--- src/sv/fpvc_pkg.sv ---
// Package: shared types, constants and coefficient table of the flow/pressure/volume conditioner.
package fpvc_pkg;

  localparam int ADC_BITS_DEF        = 12;
  localparam int SLICE_MS_DEF        = 10;
  localparam int FLOW_OFFSET_MIN_DEF = -4000;
  localparam int FLOW_OFFSET_MAX_DEF = 4000;

  localparam int CFG_IDX_W  = 3;
  localparam int CFG_DATA_W = 17;

  localparam int CODE_W  = 12;
  localparam int X_W     = 13;
  localparam int MULA_W  = 33;
  localparam int PROD_W  = MULA_W + X_W;
  localparam int ACC_W   = 30;
  localparam int Y_W     = ACC_W - 2;
  localparam int RCP_W   = 29;
  localparam int DPROD_W = Y_W + RCP_W;
  localparam int Q_W     = DPROD_W - 32;

  localparam int FLOW_W = 17;
  localparam int PRES_W = 16;
  localparam int VOL_W  = 24;

  localparam logic signed [X_W-1:0] BREAK_LO = -13'sd2900;
  localparam logic signed [X_W-1:0] BREAK_HI = 13'sd3200;

  localparam logic [ACC_W-1:0] ACC_TOP   = 30'd1006632900;
  localparam logic [RCP_W-1:0] RECIP_15  = 29'd286331153;
  localparam logic signed [63:0] ROUND_HALF = 64'sd549755813888;

  localparam logic [1:0] ACT_INTEGRATE = 2'd1;
  localparam logic [1:0] ACT_CLEAR     = 2'd2;

  localparam logic signed [63:0] CUBIC_ROM [4][4] = '{
    '{64'sd0, 64'sd50286912, 64'sd3993020908116, -64'sd4137682157646643},
    '{-64'sd223615, -64'sd750800723, 64'sd4976674620728, 64'sd0},
    '{-64'sd85716, 64'sd173205064, 64'sd5161634642674, 64'sd0},
    '{64'sd0, -64'sd32138531, 64'sd3808668872119, 64'sd3631027199567462}
  };

  typedef enum logic [CFG_IDX_W-1:0] {
    REG_FLOW_ZERO     = 3'd0,
    REG_FLOW_DEADBAND = 3'd1,
    REG_FLOW_MAX      = 3'd2,
    REG_FLOW_MIN      = 3'd3,
    REG_PRES_ZERO     = 3'd4,
    REG_PRES_DEADBAND = 3'd5,
    REG_PRES_CLAMP    = 3'd6,
    REG_PRES_GAIN     = 3'd7
  } cfg_reg_t;

  typedef struct packed {
    logic [11:0]        flow_zero_code;
    logic [15:0]        flow_deadband;
    logic signed [16:0] flow_max;
    logic signed [16:0] flow_min;
    logic [11:0]        pressure_zero_code;
    logic [11:0]        pressure_deadband;
    logic [11:0]        pressure_clamp_code;
    logic [15:0]        pressure_gain;
  } cfg_t;

  typedef enum logic [3:0] {
    ST_IDLE,
    ST_MUL_LO,
    ST_MUL_HI,
    ST_ADD,
    ST_MUL_P,
    ST_FIN,
    ST_VOL,
    ST_DIV,
    ST_EMIT
  } state_t;

  typedef enum logic [3:0] {
    OP_IDLE,
    OP_LOAD,
    OP_MUL_LO,
    OP_MUL_HI,
    OP_ADD,
    OP_MUL_P,
    OP_FIN,
    OP_VOL,
    OP_DIV,
    OP_EMIT
  } dp_op_t;

  typedef struct packed {
    dp_op_t     op;
    logic [1:0] step;
  } dp_cmd_t;

endpackage

--- src/sv/fpvc_regs.sv ---
// Configuration register bank of the conditioner.
module fpvc_regs (
  input  logic                                clk,
  input  logic                                rst_n,
  input  logic                                cfg_wr_en,
  input  logic [fpvc_pkg::CFG_IDX_W-1:0]      cfg_index,
  input  logic [fpvc_pkg::CFG_DATA_W-1:0]     cfg_wdata,
  output fpvc_pkg::cfg_t                      cfg
);

  fpvc_pkg::cfg_t cfg_r;
  fpvc_pkg::cfg_t cfg_nxt;

  always_comb begin
    cfg_nxt = cfg_r;
    if (cfg_wr_en) begin
      case (fpvc_pkg::cfg_reg_t'(cfg_index))
        fpvc_pkg::REG_FLOW_ZERO:     cfg_nxt.flow_zero_code      = cfg_wdata[11:0];
        fpvc_pkg::REG_FLOW_DEADBAND: cfg_nxt.flow_deadband       = cfg_wdata[15:0];
        fpvc_pkg::REG_FLOW_MAX:      cfg_nxt.flow_max            = $signed(cfg_wdata[16:0]);
        fpvc_pkg::REG_FLOW_MIN:      cfg_nxt.flow_min            = $signed(cfg_wdata[16:0]);
        fpvc_pkg::REG_PRES_ZERO:     cfg_nxt.pressure_zero_code  = cfg_wdata[11:0];
        fpvc_pkg::REG_PRES_DEADBAND: cfg_nxt.pressure_deadband   = cfg_wdata[11:0];
        fpvc_pkg::REG_PRES_CLAMP:    cfg_nxt.pressure_clamp_code = cfg_wdata[11:0];
        fpvc_pkg::REG_PRES_GAIN:     cfg_nxt.pressure_gain       = cfg_wdata[15:0];
        default:                     cfg_nxt = cfg_r;
      endcase
    end
  end

  always_ff @(posedge clk) begin
    if (!rst_n) begin
      cfg_r.flow_zero_code      <= 12'd2048;
      cfg_r.flow_deadband       <= 16'd0;
      cfg_r.flow_max            <= 17'sd65535;
      cfg_r.flow_min            <= -17'sd65536;
      cfg_r.pressure_zero_code  <= 12'd0;
      cfg_r.pressure_deadband   <= 12'd0;
      cfg_r.pressure_clamp_code <= 12'd4095;
      cfg_r.pressure_gain       <= 16'd256;
    end else begin
      cfg_r <= cfg_nxt;
    end
  end

  assign cfg = cfg_r;

endmodule

--- src/sv/fpvc_ctrl.sv ---
// Controller: sequences the datapath and owns the input and output handshakes.
module fpvc_ctrl (
  input  logic              clk,
  input  logic              rst_n,
  input  logic              in_valid,
  output logic              in_ready,
  output logic              out_valid,
  input  logic              out_ready,
  output fpvc_pkg::dp_cmd_t cmd
);

  fpvc_pkg::state_t state_r;
  fpvc_pkg::state_t state_nxt;
  logic [1:0]       step_r;
  logic [1:0]       step_nxt;
  logic             out_valid_r;
  logic             out_valid_nxt;

  always_ff @(posedge clk) begin
    if (!rst_n) begin
      state_r     <= fpvc_pkg::ST_IDLE;
      step_r      <= 2'd0;
      out_valid_r <= 1'b0;
    end else begin
      state_r     <= state_nxt;
      step_r      <= step_nxt;
      out_valid_r <= out_valid_nxt;
    end
  end

  always_comb begin
    state_nxt     = state_r;
    step_nxt      = step_r;
    out_valid_nxt = out_valid_r & ~out_ready;
    in_ready      = 1'b0;
    cmd.op        = fpvc_pkg::OP_IDLE;
    cmd.step      = step_r;
    case (state_r)
      fpvc_pkg::ST_IDLE: begin
        in_ready = 1'b1;
        if (in_valid) begin
          cmd.op    = fpvc_pkg::OP_LOAD;
          step_nxt  = 2'd0;
          state_nxt = fpvc_pkg::ST_MUL_LO;
        end
      end
      fpvc_pkg::ST_MUL_LO: begin
        cmd.op    = fpvc_pkg::OP_MUL_LO;
        state_nxt = fpvc_pkg::ST_MUL_HI;
      end
      fpvc_pkg::ST_MUL_HI: begin
        cmd.op    = fpvc_pkg::OP_MUL_HI;
        state_nxt = fpvc_pkg::ST_ADD;
      end
      fpvc_pkg::ST_ADD: begin
        cmd.op = fpvc_pkg::OP_ADD;
        if (step_r == 2'd2) begin
          state_nxt = fpvc_pkg::ST_MUL_P;
        end else begin
          step_nxt  = step_r + 2'd1;
          state_nxt = fpvc_pkg::ST_MUL_LO;
        end
      end
      fpvc_pkg::ST_MUL_P: begin
        cmd.op    = fpvc_pkg::OP_MUL_P;
        state_nxt = fpvc_pkg::ST_FIN;
      end
      fpvc_pkg::ST_FIN: begin
        cmd.op    = fpvc_pkg::OP_FIN;
        state_nxt = fpvc_pkg::ST_VOL;
      end
      fpvc_pkg::ST_VOL: begin
        cmd.op    = fpvc_pkg::OP_VOL;
        state_nxt = fpvc_pkg::ST_DIV;
      end
      fpvc_pkg::ST_DIV: begin
        cmd.op    = fpvc_pkg::OP_DIV;
        state_nxt = fpvc_pkg::ST_EMIT;
      end
      fpvc_pkg::ST_EMIT: begin
        if (!out_valid_r || out_ready) begin
          cmd.op        = fpvc_pkg::OP_EMIT;
          out_valid_nxt = 1'b1;
          state_nxt     = fpvc_pkg::ST_IDLE;
        end
      end
      default: begin
        state_nxt = fpvc_pkg::ST_IDLE;
      end
    endcase
  end

  assign out_valid = out_valid_r;

`ifndef SYNTHESIS
  a_accept_starts: assert property (@(posedge clk) disable iff (!rst_n)
    in_valid && in_ready |=> state_r == fpvc_pkg::ST_MUL_LO && step_r == 2'd0)
    else $error("accepted word did not start the cubic");

  a_emit_slot_free: assert property (@(posedge clk) disable iff (!rst_n)
    cmd.op == fpvc_pkg::OP_EMIT |-> !out_valid_r || out_ready)
    else $error("result overwrote a pending output word");

  a_three_steps: assert property (@(posedge clk) disable iff (!rst_n)
    state_r == fpvc_pkg::ST_ADD && step_r == 2'd2 |=> state_r == fpvc_pkg::ST_MUL_P)
    else $error("cubic did not end after the third step");

  a_step_range: assert property (@(posedge clk) disable iff (!rst_n)
    state_r != fpvc_pkg::ST_IDLE |-> step_r != 2'd3)
    else $error("step counter out of range");
`endif

endmodule

--- src/sv/fpvc_datapath.sv ---
// Datapath: offset/clamp front end, shared multiplier, cubic evaluation, volume and output registers.
module fpvc_datapath #(
  parameter int ADC_BITS        = fpvc_pkg::ADC_BITS_DEF,
  parameter int SLICE_MS        = fpvc_pkg::SLICE_MS_DEF,
  parameter int FLOW_OFFSET_MIN = fpvc_pkg::FLOW_OFFSET_MIN_DEF,
  parameter int FLOW_OFFSET_MAX = fpvc_pkg::FLOW_OFFSET_MAX_DEF
) (
  input  logic                                      clk,
  input  logic                                      rst_n,
  input  fpvc_pkg::dp_cmd_t                         cmd,
  input  fpvc_pkg::cfg_t                            cfg,
  input  logic [ADC_BITS-1:0]                       in_flow_code,
  input  logic [ADC_BITS-1:0]                       in_pressure_code,
  input  logic [1:0]                                in_action,
  output logic signed [fpvc_pkg::FLOW_W-1:0]        out_flow,
  output logic signed [fpvc_pkg::PRES_W-1:0]        out_pressure,
  output logic [fpvc_pkg::VOL_W-1:0]                out_volume
);

  localparam int XW = ((ADC_BITS > fpvc_pkg::CODE_W) ? ADC_BITS : fpvc_pkg::CODE_W) + 1;
  localparam logic signed [XW-1:0] OFS_MIN = XW'(FLOW_OFFSET_MIN);
  localparam logic signed [XW-1:0] OFS_MAX = XW'(FLOW_OFFSET_MAX);
  localparam logic signed [24:0]   SLICE_K = 25'(SLICE_MS);
  localparam int PW = fpvc_pkg::PROD_W;
  localparam int XB = fpvc_pkg::X_W;

  // front end
  logic [XW-2:0]          fcode_u;
  logic [XW-2:0]          fzero_u;
  logic [XW-2:0]          pcode_u;
  logic [XW-2:0]          pzero_u;
  logic signed [XW-1:0]   x_raw;
  logic signed [XW-1:0]   x_cl;
  logic signed [XB-1:0]   x_in;
  logic [1:0]             seg_in;
  logic signed [XW-1:0]   p_raw;
  logic signed [XW-1:0]   p_db;
  logic signed [XW-1:0]   p_cl;
  logic signed [XW-1:0]   p_cut;

  always_comb begin
    fcode_u = (XW-1)'(in_flow_code);
    fzero_u = (XW-1)'(cfg.flow_zero_code);
    pcode_u = (XW-1)'(in_pressure_code);
    pzero_u = (XW-1)'(cfg.pressure_zero_code);
    x_raw   = $signed({1'b0, fcode_u}) - $signed({1'b0, fzero_u});
    x_cl    = x_raw;
    if (x_cl < OFS_MIN) x_cl = OFS_MIN;
    if (x_cl > OFS_MAX) x_cl = OFS_MAX;
    x_in = XB'(x_cl);
    if (x_in < fpvc_pkg::BREAK_LO) begin
      seg_in = 2'd0;
    end else if (x_in < $signed(XB'(0))) begin
      seg_in = 2'd1;
    end else if (x_in < fpvc_pkg::BREAK_HI) begin
      seg_in = 2'd2;
    end else begin
      seg_in = 2'd3;
    end
    p_raw = $signed({1'b0, pcode_u}) - $signed({1'b0, pzero_u});
    p_db  = $signed({1'b0, (XW-1)'(cfg.pressure_deadband)});
    p_cl  = $signed({1'b0, (XW-1)'(cfg.pressure_clamp_code)});
    p_cut = p_raw;
    if (p_cut < p_db && p_cut > -p_db) p_cut = '0;
    if (p_cut > p_cl) p_cut = p_cl;
  end

  // working registers
  logic signed [XB-1:0]               x_r;
  logic signed [XB-1:0]               p_r;
  logic [1:0]                         seg_r;
  logic [1:0]                         act_r;
  logic signed [63:0]                 acc_r;
  logic signed [63:0]                 part_r;
  logic signed [PW-1:0]               prod_r;
  logic signed [fpvc_pkg::FLOW_W-1:0] flow_r;
  logic signed [fpvc_pkg::PRES_W-1:0] pres_r;
  logic [fpvc_pkg::ACC_W-1:0]         accum_r;
  logic [fpvc_pkg::ACC_W-1:0]         accum_nxt;
  logic [fpvc_pkg::Y_W-1:0]           y_r;
  logic [fpvc_pkg::Q_W-1:0]           q_r;
  logic signed [fpvc_pkg::FLOW_W-1:0] out_flow_r;
  logic signed [fpvc_pkg::PRES_W-1:0] out_pressure_r;
  logic [fpvc_pkg::VOL_W-1:0]         out_volume_r;

  // shared multiplier
  logic signed [fpvc_pkg::MULA_W-1:0] mul_a;
  logic signed [XB-1:0]               mul_b;
  logic signed [PW-1:0]               mul_p;

  always_comb begin
    mul_a = '0;
    mul_b = x_r;
    case (cmd.op)
      fpvc_pkg::OP_MUL_LO: mul_a = $signed({1'b0, acc_r[31:0]});
      fpvc_pkg::OP_MUL_HI: mul_a = $signed({acc_r[63], acc_r[63:32]});
      fpvc_pkg::OP_MUL_P: begin
        mul_a = $signed({17'd0, cfg.pressure_gain});
        mul_b = p_r;
      end
      default: mul_a = '0;
    endcase
  end

  assign mul_p = mul_a * mul_b;

  // flow finish
  logic signed [63:0] v_rnd;
  logic signed [24:0] f_w;
  logic signed [24:0] f_db;
  logic signed [24:0] f_hi;
  logic signed [24:0] f_lo;
  logic signed [63:0] coef;
  logic [1:0]         coef_idx;

  always_comb begin
    v_rnd = acc_r + fpvc_pkg::ROUND_HALF;
    f_w   = {v_rnd[63], v_rnd[63:40]};
    f_db  = $signed({9'd0, cfg.flow_deadband});
    f_hi  = {{8{cfg.flow_max[16]}}, cfg.flow_max};
    f_lo  = {{8{cfg.flow_min[16]}}, cfg.flow_min};
    if (f_w < f_db && f_w > -f_db) f_w = '0;
    if (f_w > f_hi) f_w = f_hi;
    if (f_w < f_lo) f_w = f_lo;
    coef_idx = 2'(cmd.step + 2'd1);
    coef     = fpvc_pkg::CUBIC_ROM[seg_r][coef_idx];
  end

  // pressure saturation
  logic signed [PW-9:0] pr_sh;
  logic signed [fpvc_pkg::PRES_W-1:0] pr_sat;

  always_comb begin
    pr_sh = prod_r[PW-1:8];
    if (pr_sh > $signed((PW-8)'(32767))) begin
      pr_sat = 16'sh7FFF;
    end else if (pr_sh < -$signed((PW-8)'(32768))) begin
      pr_sat = -16'sh8000;
    end else begin
      pr_sat = pr_sh[15:0];
    end
  end

  // volume update
  logic signed [24:0] flow_ext;
  logic signed [24:0] inc;
  logic signed [31:0] vsum;

  always_comb begin
    flow_ext  = {{8{flow_r[16]}}, flow_r};
    inc       = flow_ext * SLICE_K;
    vsum      = $signed({2'b00, accum_r}) + $signed({{7{inc[24]}}, inc});
    accum_nxt = accum_r;
    if (act_r == fpvc_pkg::ACT_INTEGRATE) begin
      if (vsum < 0) begin
        accum_nxt = '0;
      end else if (vsum > $signed({2'b00, fpvc_pkg::ACC_TOP})) begin
        accum_nxt = fpvc_pkg::ACC_TOP;
      end else begin
        accum_nxt = vsum[fpvc_pkg::ACC_W-1:0];
      end
    end else if (act_r == fpvc_pkg::ACT_CLEAR) begin
      accum_nxt = '0;
    end
  end

  // divide by 60: shift by 2, then reciprocal of 15 with one correction
  logic [fpvc_pkg::Y_W-1:0]     y_in;
  logic [fpvc_pkg::DPROD_W-1:0] dprod;
  logic [fpvc_pkg::Y_W:0]       q15;
  logic [fpvc_pkg::Y_W:0]       rem;
  logic [fpvc_pkg::Q_W-1:0]     q_fix;

  always_comb begin
    y_in  = accum_r[fpvc_pkg::ACC_W-1:2];
    dprod = fpvc_pkg::DPROD_W'(y_in) * fpvc_pkg::DPROD_W'(fpvc_pkg::RECIP_15);
    q15   = (fpvc_pkg::Y_W+1)'({q_r, 4'd0}) - (fpvc_pkg::Y_W+1)'(q_r);
    rem   = {1'b0, y_r} - q15;
    q_fix = (rem >= (fpvc_pkg::Y_W+1)'(15)) ? q_r + 1'b1 : q_r;
  end

  always_ff @(posedge clk) begin
    case (cmd.op)
      fpvc_pkg::OP_LOAD: begin
        x_r   <= x_in;
        p_r   <= XB'(p_cut);
        seg_r <= seg_in;
        act_r <= in_action;
        acc_r <= fpvc_pkg::CUBIC_ROM[seg_in][0];
      end
      fpvc_pkg::OP_MUL_LO: prod_r <= mul_p;
      fpvc_pkg::OP_MUL_HI: begin
        part_r <= {{(64-PW){prod_r[PW-1]}}, prod_r} + coef;
        prod_r <= mul_p;
      end
      fpvc_pkg::OP_ADD: acc_r <= part_r + $signed({prod_r[31:0], 32'd0});
      fpvc_pkg::OP_MUL_P: prod_r <= mul_p;
      fpvc_pkg::OP_FIN: begin
        flow_r <= f_w[fpvc_pkg::FLOW_W-1:0];
        pres_r <= pr_sat;
      end
      fpvc_pkg::OP_DIV: begin
        y_r <= y_in;
        q_r <= dprod[fpvc_pkg::DPROD_W-1:32];
      end
      fpvc_pkg::OP_EMIT: begin
        out_flow_r     <= flow_r;
        out_pressure_r <= pres_r;
        out_volume_r   <= q_fix[fpvc_pkg::VOL_W-1:0];
      end
      default: begin
      end
    endcase
  end

  always_ff @(posedge clk) begin
    if (!rst_n) begin
      accum_r <= '0;
    end else if (cmd.op == fpvc_pkg::OP_VOL) begin
      accum_r <= accum_nxt;
    end
  end

  assign out_flow     = out_flow_r;
  assign out_pressure = out_pressure_r;
  assign out_volume   = out_volume_r;

endmodule

--- src/sv/flow_pressure_volume_conditioner.sv ---
// Top level of the flow, pressure and volume sensor conditioner.
// Input channel (in_valid/in_ready): one word per sample period with a flow
// ADC code, a pressure ADC code and a volume action (hold, integrate, clear).
// Output channel (out_valid/out_ready): one word per input word with the
// calibrated flow, the saturated pressure and the integrated volume.
// Configuration port (cfg_wr_en/cfg_index/cfg_wdata): single-cycle writes of
// the zero codes, deadbands, clamps and pressure gain; write only when idle.
// The sequencer takes no new word until the last one has gone through the
// controller sequence around the shared 33x13 multiplier (three Horner
// steps of multiply low, multiply high and add, one pressure product, flow
// finish, volume update and divide by sixty).
// in_ready is high whenever the sequencer is idle, also while a finished word
// still waits in the output register; a stalled receiver holds the output word
// and blocks only the last step of the next word.
// Reset clears the sequencer, the output valid, the volume accumulator and
// loads the configuration registers with their defaults.
module flow_pressure_volume_conditioner #(
  parameter int ADC_BITS        = fpvc_pkg::ADC_BITS_DEF,
  parameter int SLICE_MS        = fpvc_pkg::SLICE_MS_DEF,
  parameter int FLOW_OFFSET_MIN = fpvc_pkg::FLOW_OFFSET_MIN_DEF,
  parameter int FLOW_OFFSET_MAX = fpvc_pkg::FLOW_OFFSET_MAX_DEF
) (
  input  logic                                  clk,
  input  logic                                  rst_n,
  input  logic                                  cfg_wr_en,
  input  logic [fpvc_pkg::CFG_IDX_W-1:0]        cfg_index,
  input  logic [fpvc_pkg::CFG_DATA_W-1:0]       cfg_wdata,
  input  logic                                  in_valid,
  output logic                                  in_ready,
  input  logic [ADC_BITS-1:0]                   in_flow_code,
  input  logic [ADC_BITS-1:0]                   in_pressure_code,
  input  logic [1:0]                            in_action,
  output logic                                  out_valid,
  input  logic                                  out_ready,
  output logic signed [fpvc_pkg::FLOW_W-1:0]    out_flow,
  output logic signed [fpvc_pkg::PRES_W-1:0]    out_pressure,
  output logic [fpvc_pkg::VOL_W-1:0]            out_volume
);

  fpvc_pkg::cfg_t    cfg;
  fpvc_pkg::dp_cmd_t cmd;

  fpvc_regs u_regs (
    .clk       (clk),
    .rst_n     (rst_n),
    .cfg_wr_en (cfg_wr_en),
    .cfg_index (cfg_index),
    .cfg_wdata (cfg_wdata),
    .cfg       (cfg)
  );

  fpvc_ctrl u_ctrl (
    .clk       (clk),
    .rst_n     (rst_n),
    .in_valid  (in_valid),
    .in_ready  (in_ready),
    .out_valid (out_valid),
    .out_ready (out_ready),
    .cmd       (cmd)
  );

  fpvc_datapath #(
    .ADC_BITS        (ADC_BITS),
    .SLICE_MS        (SLICE_MS),
    .FLOW_OFFSET_MIN (FLOW_OFFSET_MIN),
    .FLOW_OFFSET_MAX (FLOW_OFFSET_MAX)
  ) u_datapath (
    .clk              (clk),
    .rst_n            (rst_n),
    .cmd              (cmd),
    .cfg              (cfg),
    .in_flow_code     (in_flow_code),
    .in_pressure_code (in_pressure_code),
    .in_action        (in_action),
    .out_flow         (out_flow),
    .out_pressure     (out_pressure),
    .out_volume       (out_volume)
  );

endmodule
--- config.mk ---
export PLATFORM = sky130hd
export DESIGN_NAME = flow_pressure_volume_conditioner
export DESIGN_NICKNAME = d
export VERILOG_FILES = /design/src/sv/fpvc_pkg.sv /design/src/sv/fpvc_regs.sv /design/src/sv/fpvc_ctrl.sv /design/src/sv/fpvc_datapath.sv /design/src/sv/flow_pressure_volume_conditioner.sv
export SDC_FILE = /design/constraint.sdc
export NUM_CORES = 2
export LEC_CHECK = 0
export ABC_AREA = 1
export BUFFER_PORTS_ARGS = -buffer_cell sky130_fd_sc_hd__buf_2
export CAP_MARGIN = 25
export CORE_MARGIN = 4
export CORE_UTILIZATION = 60
export CTS_BUF_LIST = sky130_fd_sc_hd__clkbuf_2 sky130_fd_sc_hd__clkbuf_4 sky130_fd_sc_hd__clkbuf_8
export CTS_CLUSTER_DIAMETER = 200
export DETAILED_ROUTE_END_ITERATION = 7
export HOLD_SLACK_MARGIN = 0.08
export PLACE_DENSITY = 0.77
export SLEW_MARGIN = 10
export SYNTH_ARGS = -nofsm -noshare
export SYNTH_HDL_FRONTEND = slang
export SYNTH_SLANG_ARGS = --single-unit
--- constraint.sdc ---
create_clock -name clk -period 13 [get_ports clk]
set_input_delay 0 -clock clk [delete_from_list [all_inputs] [get_ports clk]]
set_output_delay 0 -clock clk [all_outputs]
set_load 0.05 [all_outputs]
==> Word-level counts from Yosys, hierarchy flattened <==
Cells that the tools add are included.
{ "word_totals": {"reg_bits": 498, "inputBits": 51} }
{ "op_classes": {"add_sub_neg": 12, "mul": 3, "order_cmp": 20, "eq_ne": 30, "n_mux": 41, "bitwise_logic": 5, "reduce_logical": 21} }
{ "ops": {"columns": ["op", "count"], "rows": [
  ["256-bit binary-select mux with 2-bit select", 2],
  ["256-bit two-way mux", 4],
  ["64-bit adder", 2],
  ["64-bit binary-select mux with 2-bit select", 1],
  ["64-bit two-way mux", 2],
  ["64-bit case mux with 2 select lines", 1],
  ["30-bit two-way mux", 4],
  ["33-bit case mux with 3 select lines", 1],
  ["4-bit case mux with 9 select lines", 2],
  ["64-bit by 41-bit adder with 64-bit output, second input constant", 1],
  ["28-bit by 29-bit multiplier with 57-bit output, second input constant", 1],
  ["13-bit two-way mux", 4],
  ["25-bit two-way mux", 2],
  ["33-bit by 13-bit multiplier with 46-bit output", 1],
  ["13-bit < comparator, second input constant", 3],
  ["38-bit by 16-bit > comparator with 1-bit output, second input constant", 1],
  ["38-bit by 16-bit < comparator with 1-bit output, second input constant", 1],
  ["31-bit by 22-bit adder with 32-bit output", 1],
  ["4-bit by 3-bit equality test with 1-bit output, second input constant", 8],
  ["32-bit by 31-bit > comparator with 1-bit output, second input constant", 1],
  ["32-bit by 1-bit < comparator with 1-bit output, second input constant", 1],
  ["29-bit by 4-bit greater-or-equal comparator with 1-bit output, second input constant", 1],
  ["28-bit by 29-bit subtractor with 29-bit output", 1],
  ["29-bit by 25-bit subtractor with 29-bit output", 1],
  ["other kinds (46)", 85]
]} }

==> Logic depth before layout (Yosys ltp) <==
{ "depth": {"depth_word": 14, "ltp_mapped": 52} }

==> Cells and area by module <==
A second synthesis with hierarchy kept.
{ "hier_totals": {"hier_cells": 6853, "area_unflattened_um2": 54897.7} }
{ "by_module_without_submodules": {"columns": ["module", "n_inst", "cells_per_inst", "area_per_inst_um2", "seq_area_each_um2"], "rows": [
  ["fpvc_datapath", 1, 6176, 50128.1, 11000.6],
  ["fpvc_regs", 1, 619, 4367.9, 2282.2],
  ["fpvc_ctrl", 1, 58, 401.6, 140.1]
]} }

==> Least setup slack after synthesis <==
Ideal clock, no wire load.
{ "synth_path": {"path_type": "reg2reg", "start": "register u_ctrl.state_r[1]", "end": "register u_datapath.prod_r[39], data pin", "setup_time_ns": 0.256, "arrival_time_ns": 8.702, "required_time_ns": 12.744, "slack_ns": 4.042, "path_stages_with_launch": 35, "n_path_buf": 2, "period_less_slack_ns": 8.958, "cell_sequence": "dfxtp_1 inv_1 nor2_1 nand2_1 inv_1 clkbuf_1 nand2_1 nand3_1 clkbuf_1 nand2_1 fa_1 inv_1 fa_1 fa_1 inv_1 fa_1 fa_1 inv_1 ha_1 ha_1 nand3_1 nand2_1 a21oi_1 o21ai_0 a21boi_1 o21ai_1 a21oi_1 o21ai_1 a21oi_1 o21ai_1 nand2_1 a21boi_1 nor2_1 nand2_1 nand2_1"} }
{ "synth_via": {"elab_chain_cells": 5, "elab_cells_between_ends": 16, "classes_between": "1 x mul; 11 x eq/ne; 3 x mux; 1 x reduce/logical"} }
{ "synth_lines": {"columns": ["item", "line", "rtl"], "rows": [
  ["start: declaration", "fpvc_ctrl.sv:12", "fpvc_pkg::state_t state_r;"],
  ["start signal: assignment", "fpvc_ctrl.sv:21", "state_r <= fpvc_pkg::ST_IDLE;"],
  ["start signal: assignment", "fpvc_ctrl.sv:25", "state_r <= state_nxt;"],
  ["4-bit equality test (tied with other cells)", "fpvc_ctrl.sv:38", "case (state_r)"],
  ["4-bit case mux with 9 select lines *", "fpvc_ctrl.sv:38", null],
  ["4-bit by 3-bit equality test with 1-bit output or 4-bit by 2-bit equality test with 1-bit output (tied branches)", "fpvc_datapath.sv:94", "case (cmd.op)"],
  ["33-bit case mux with 3 select lines or 13-bit two-way mux (tied branches)", "fpvc_datapath.sv:94", null],
  ["33-bit by 13-bit multiplier with 46-bit output *", "fpvc_datapath.sv:105", "assign mul_p = mul_a * mul_b;"],
  ["via u_datapath.mul_p[39]", "fpvc_datapath.sv:89", "logic signed [PW-1:0] mul_p;"],
  ["end signal: assignment", "fpvc_datapath.sv:191", "fpvc_pkg::OP_MUL_LO: prod_r <= mul_p;"],
  ["end signal: assignment", "fpvc_datapath.sv:194", "prod_r <= mul_p;"],
  ["end signal: assignment", "fpvc_datapath.sv:197", "fpvc_pkg::OP_MUL_P: prod_r <= mul_p;"],
  ["end: declaration", "fpvc_datapath.sv:75", "logic signed [PW-1:0] prod_r;"]
]} }
Mark *: on every way through the listed nets, which the timed path passes. The rest lies on a longest branch.
A chain may end at the register's enable or synchronous reset.

==> Worst setup path after layout <==
{ "layout_path": {"start": "register u_ctrl.state_r[2]", "end": "register u_datapath.prod_r[40], data pin"} }
Same word-level chain as after synthesis.

==> flow_summary.ini <==
[outcome]
status = completed

[critical_path]
critPathMaxStageDelay_ps = 930
critPathRequiredTime_ps = 13480
reg2reg_to = u_datapath.prod_r[40]$_DFFE_PP_
path_class = reg -> reg
crit_path_end_kind = flip-flop
cp-start-kind = flip-flop
reg2reg_depth = 30
slowest_stage = o21ai_0
reg2reg_from = u_ctrl.state_r[2]$_SDFFE_PN0P_
r2r_slack_ps = 3970
path_max_fanout = 32
cp_common_cell = fa_1
cp.arrival_ps = 9510

[floorplanning]
die_y_um = 309
chipWidth_um = 309
start_util_pct = 60.9
die_area_mm2 = 0.0952
core.rowCount = 109
io_pins = 110
core_mm2 = 0.0891

[grt]
grt_usage_pct = 33.9
grt.met1_usage_pct = 42.7
grt_pass1_wl_um = 253000
top_usage_layer = met2
grt-ovfl-total = 0
grt_pass1_vias = 46989
grt.met2_usage_pct = 57.2
grt_use_met3_pct = 5.73
antenna_found_initial = 4
grt_max_degree = 118

[hold_path]
hp-class = in -> reg
min_to = u_regs.cfg[98]$_SDFFE_PN0P_
whs_path_depth = 4
hold_path.startpoint = cfg_wdata[12]

[clock_tree]
clock_tree.buffer_depth = 3
cts_buffers = 90
cts_tree = yes
clock-sinks = 497
path_clk_slew_ps = 60
cts_max_level = 3
insertion_delay_ps = 760
cts_root_buf = clkbuf_8
cts_resized = 0

[yosys]
synth-async-reset-ratio_pct = 0
synth_area_mm2 = 0.0542
synth_edf_count = 347
synth_nets = 7835
yosysTopAreaCellShare_pct = 19.2
yosysWarnings = 0
synthFlopType = edfxtp_1
postSynthCellCount = 6693
ys_seq_elements = 497
synth.distinct_cells = 61
synth_area_leaders = edfxtp_1 19%, fa_1 18%, ha_1 14%
synth_top_area_cell = edfxtp_1
yosysSeqAreaShare_pct = 24.8
syn_area_per_cell_um2 = 8.10

[finish]
final_cell_mix = 1396 x nand2_1, 1274 x inv_1, 598 x ha_1, 493 x fa_1, 489 x a21oi_1
finalNetCount = 8001
syn_to_final_growth_pct = 8.49
drive_gt1_share_pct = 6.02
final_common_cell = nand2_1
fin_cells = 8100

[routing]
ant_nets = 0
dr.pass1.iters = 7
num_vias = 46465
drt_iter0_drc = 3895
viasPerCell = 5.74
wl_um = 160000
drc = 0
wl_per_cell_um = 19.7

[timing]
period_needed_ps = 9030
hold_viol_final = 0
finClkSkew_ps = 56.3
finalSetupViolations = 0
relSlewSlack_pct = 30.3
grt_setup_unrepaired = false
fmax_mhz = 111
final-max-slew-violation-count = 0
setup_tns_ps = 0
fin_crit_sh_pct = 69.4
worstMarginPinSlew_ps = 1030

[pwr]
power_per_cell_area_mw_per_mm2 = 240
p_leak_uw = 0.0299
ir_drop_mv = 0.245

[placed_design]
port_buffers = 109
post-dp-hpwl_um = 126000
finalWeightedCongestion = 1.00
place_inst = 7860

[flow_run]
max_cap_viol_count = 0
sequential cells by signal (all words and copies together), names as in the netlist:
register / flops
u_ctrl.out_valid: 1
u_datapath.x_r: 13
u_datapath.seg_r: 2
u_ctrl.step_r: 2
u_regs.cfg: 114
u_datapath.flow_r: 17
u_datapath.p_r: 13
u_datapath.out_volume: 24
u_datapath.acc_r: 64
u_datapath.q_r: 25
u_datapath.out_flow: 17
u_datapath.accum_r: 29
u_datapath.out_pressure: 16
u_datapath.act_r: 2
u_datapath.y_r: 28
u_ctrl.state_r: 4
u_datapath.pres_r: 16
u_datapath.prod_r: 46
u_datapath.part_r: 64
synthesized netlist by cell type, drive strengths merged, types with 13 or more instances:
library cell	n
o21bai	23
nor4	27
xnor2	94
buf	13
edfxtp	347
fa	493
o21a	27
or2	24
nand4	62
xor2	193
a31oi	60
a21boi	22
o21ai	346
o31ai	14
o211ai	42
nand3	179
a21oi	491
nor2	496
clkbuf	157
nor3	61
a21o	20
nand2	1402
dfxtp	150
ha	598
inv	1276
metrics by stage:
| step | cell area, um^2 | hold WS (ps) | total power [uW] | util (%) | setup slack [ps] |
|---|---|---|---|---|---|
| after floorplan | 54200 | 98.9 | 9610 | - | 4040 |
| after global placement | 56100 | 181 | 12200 | 63.0 | 4440 |
| after detailed placement | 56100 | 179 | 12300 | 63.0 | 4070 |
| after CTS | 58700 | 105 | 14000 | 66.0 | 4000 |
| after global routing | 58800 | 159 | 15400 | 66.0 | 3100 |
| final | 58800 | 182 | 14100 | 66.0 | 3970 |
kinds of logic (layout without fill, tap and decap cells):
family	count (synthesis)	in the layout	share of synthesized area, %
simple gates	2268	2268	17.1
buf+inv	1447	1686	10.1
other cells	0	3	0
xor+xnor	287	287	4.64
flops	497	497	24.8
compound gates	1103	1103	11.4
fa+ha+maj	1091	1091	32.0
critical path: cells and delay by family (launching register included):
family	cells	cell delay, ps
buffers and inverters	7	1400
xor gates and xnor gates	1	150
AOI/OAI and AO/OA	8	2640
adders and majority gates	7	3340
and+or+nand+nor	7	810
DFF	1	400
worst max path at each step:
stage                              startpoint                              end  slack (ps)  cells after the start
3_3_place_gp   u_ctrl.state_r[2]$_SDFFE_PN0P_  u_datapath.prod_r[40]$_DFFE_PP_        4440                     30
4_1_cts        u_datapath.acc_r[40]$_DFFE_PP_   u_datapath.flow_r[0]$_DFFE_PN_        4000                     44
6_report       u_ctrl.state_r[2]$_SDFFE_PN0P_  u_datapath.prod_r[40]$_DFFE_PP_        3970                     30
3_5_place_dp   u_datapath.acc_r[40]$_DFFE_PP_   u_datapath.flow_r[5]$_DFFE_PN_        4070                     44
5_1_grt        u_datapath.acc_r[40]$_DFFE_PP_   u_datapath.flow_r[5]$_DFFE_PN_        3100                     45
2_1_floorplan  u_ctrl.state_r[1]$_SDFFE_PN0P_  u_datapath.prod_r[39]$_DFFE_PP_        4040                     34
what timing repair did:
item | in CTS | in global routing
hold buffers | 70 | 0
buffers inserted | 0 | 0
endpoints found under the hold margin | 171 | 0
cell type report:
type                    instances  area (um^2)
clock inverters                46          422
repair buffers                244         1770
clock buffers                 119         1500
inverters                    1277         4790
diodes                          3         7.51
multi-input cells            4749        35400
well taps                    1165         1460
flip-flops and latches        497        13400
fillers                      7585        30300
metal layers:
| layer | vias to the layer above | wire length [um] | share of wire [%] |
|---|---|---|---|
| li1 | 21885 | - | - |
| met1 | 22121 | 63200 | 40 |
| met2 | 1965 | 75300 | 47 |
| met3 | 494 | 12700 | 7.9 |
| met4 | 0 | 8570 | 5.4 |
| met5 | - | 0 | 0 |
power breakdown:
| group | total, uW | internal, uW | switching (uW) | leakage (uW) |
|---|---|---|---|---|
| clock | 1630 | 883 | 743 | 0.00101 |
| sequential | 2680 | 2410 | 263 | 0.00446 |
| combinational | 9830 | 3560 | 6270 | 0.0245 |
| total | 14100 | 6850 | 7280 | 0.0299 |
No activity file was read; power rests on OpenSTA's default activity.
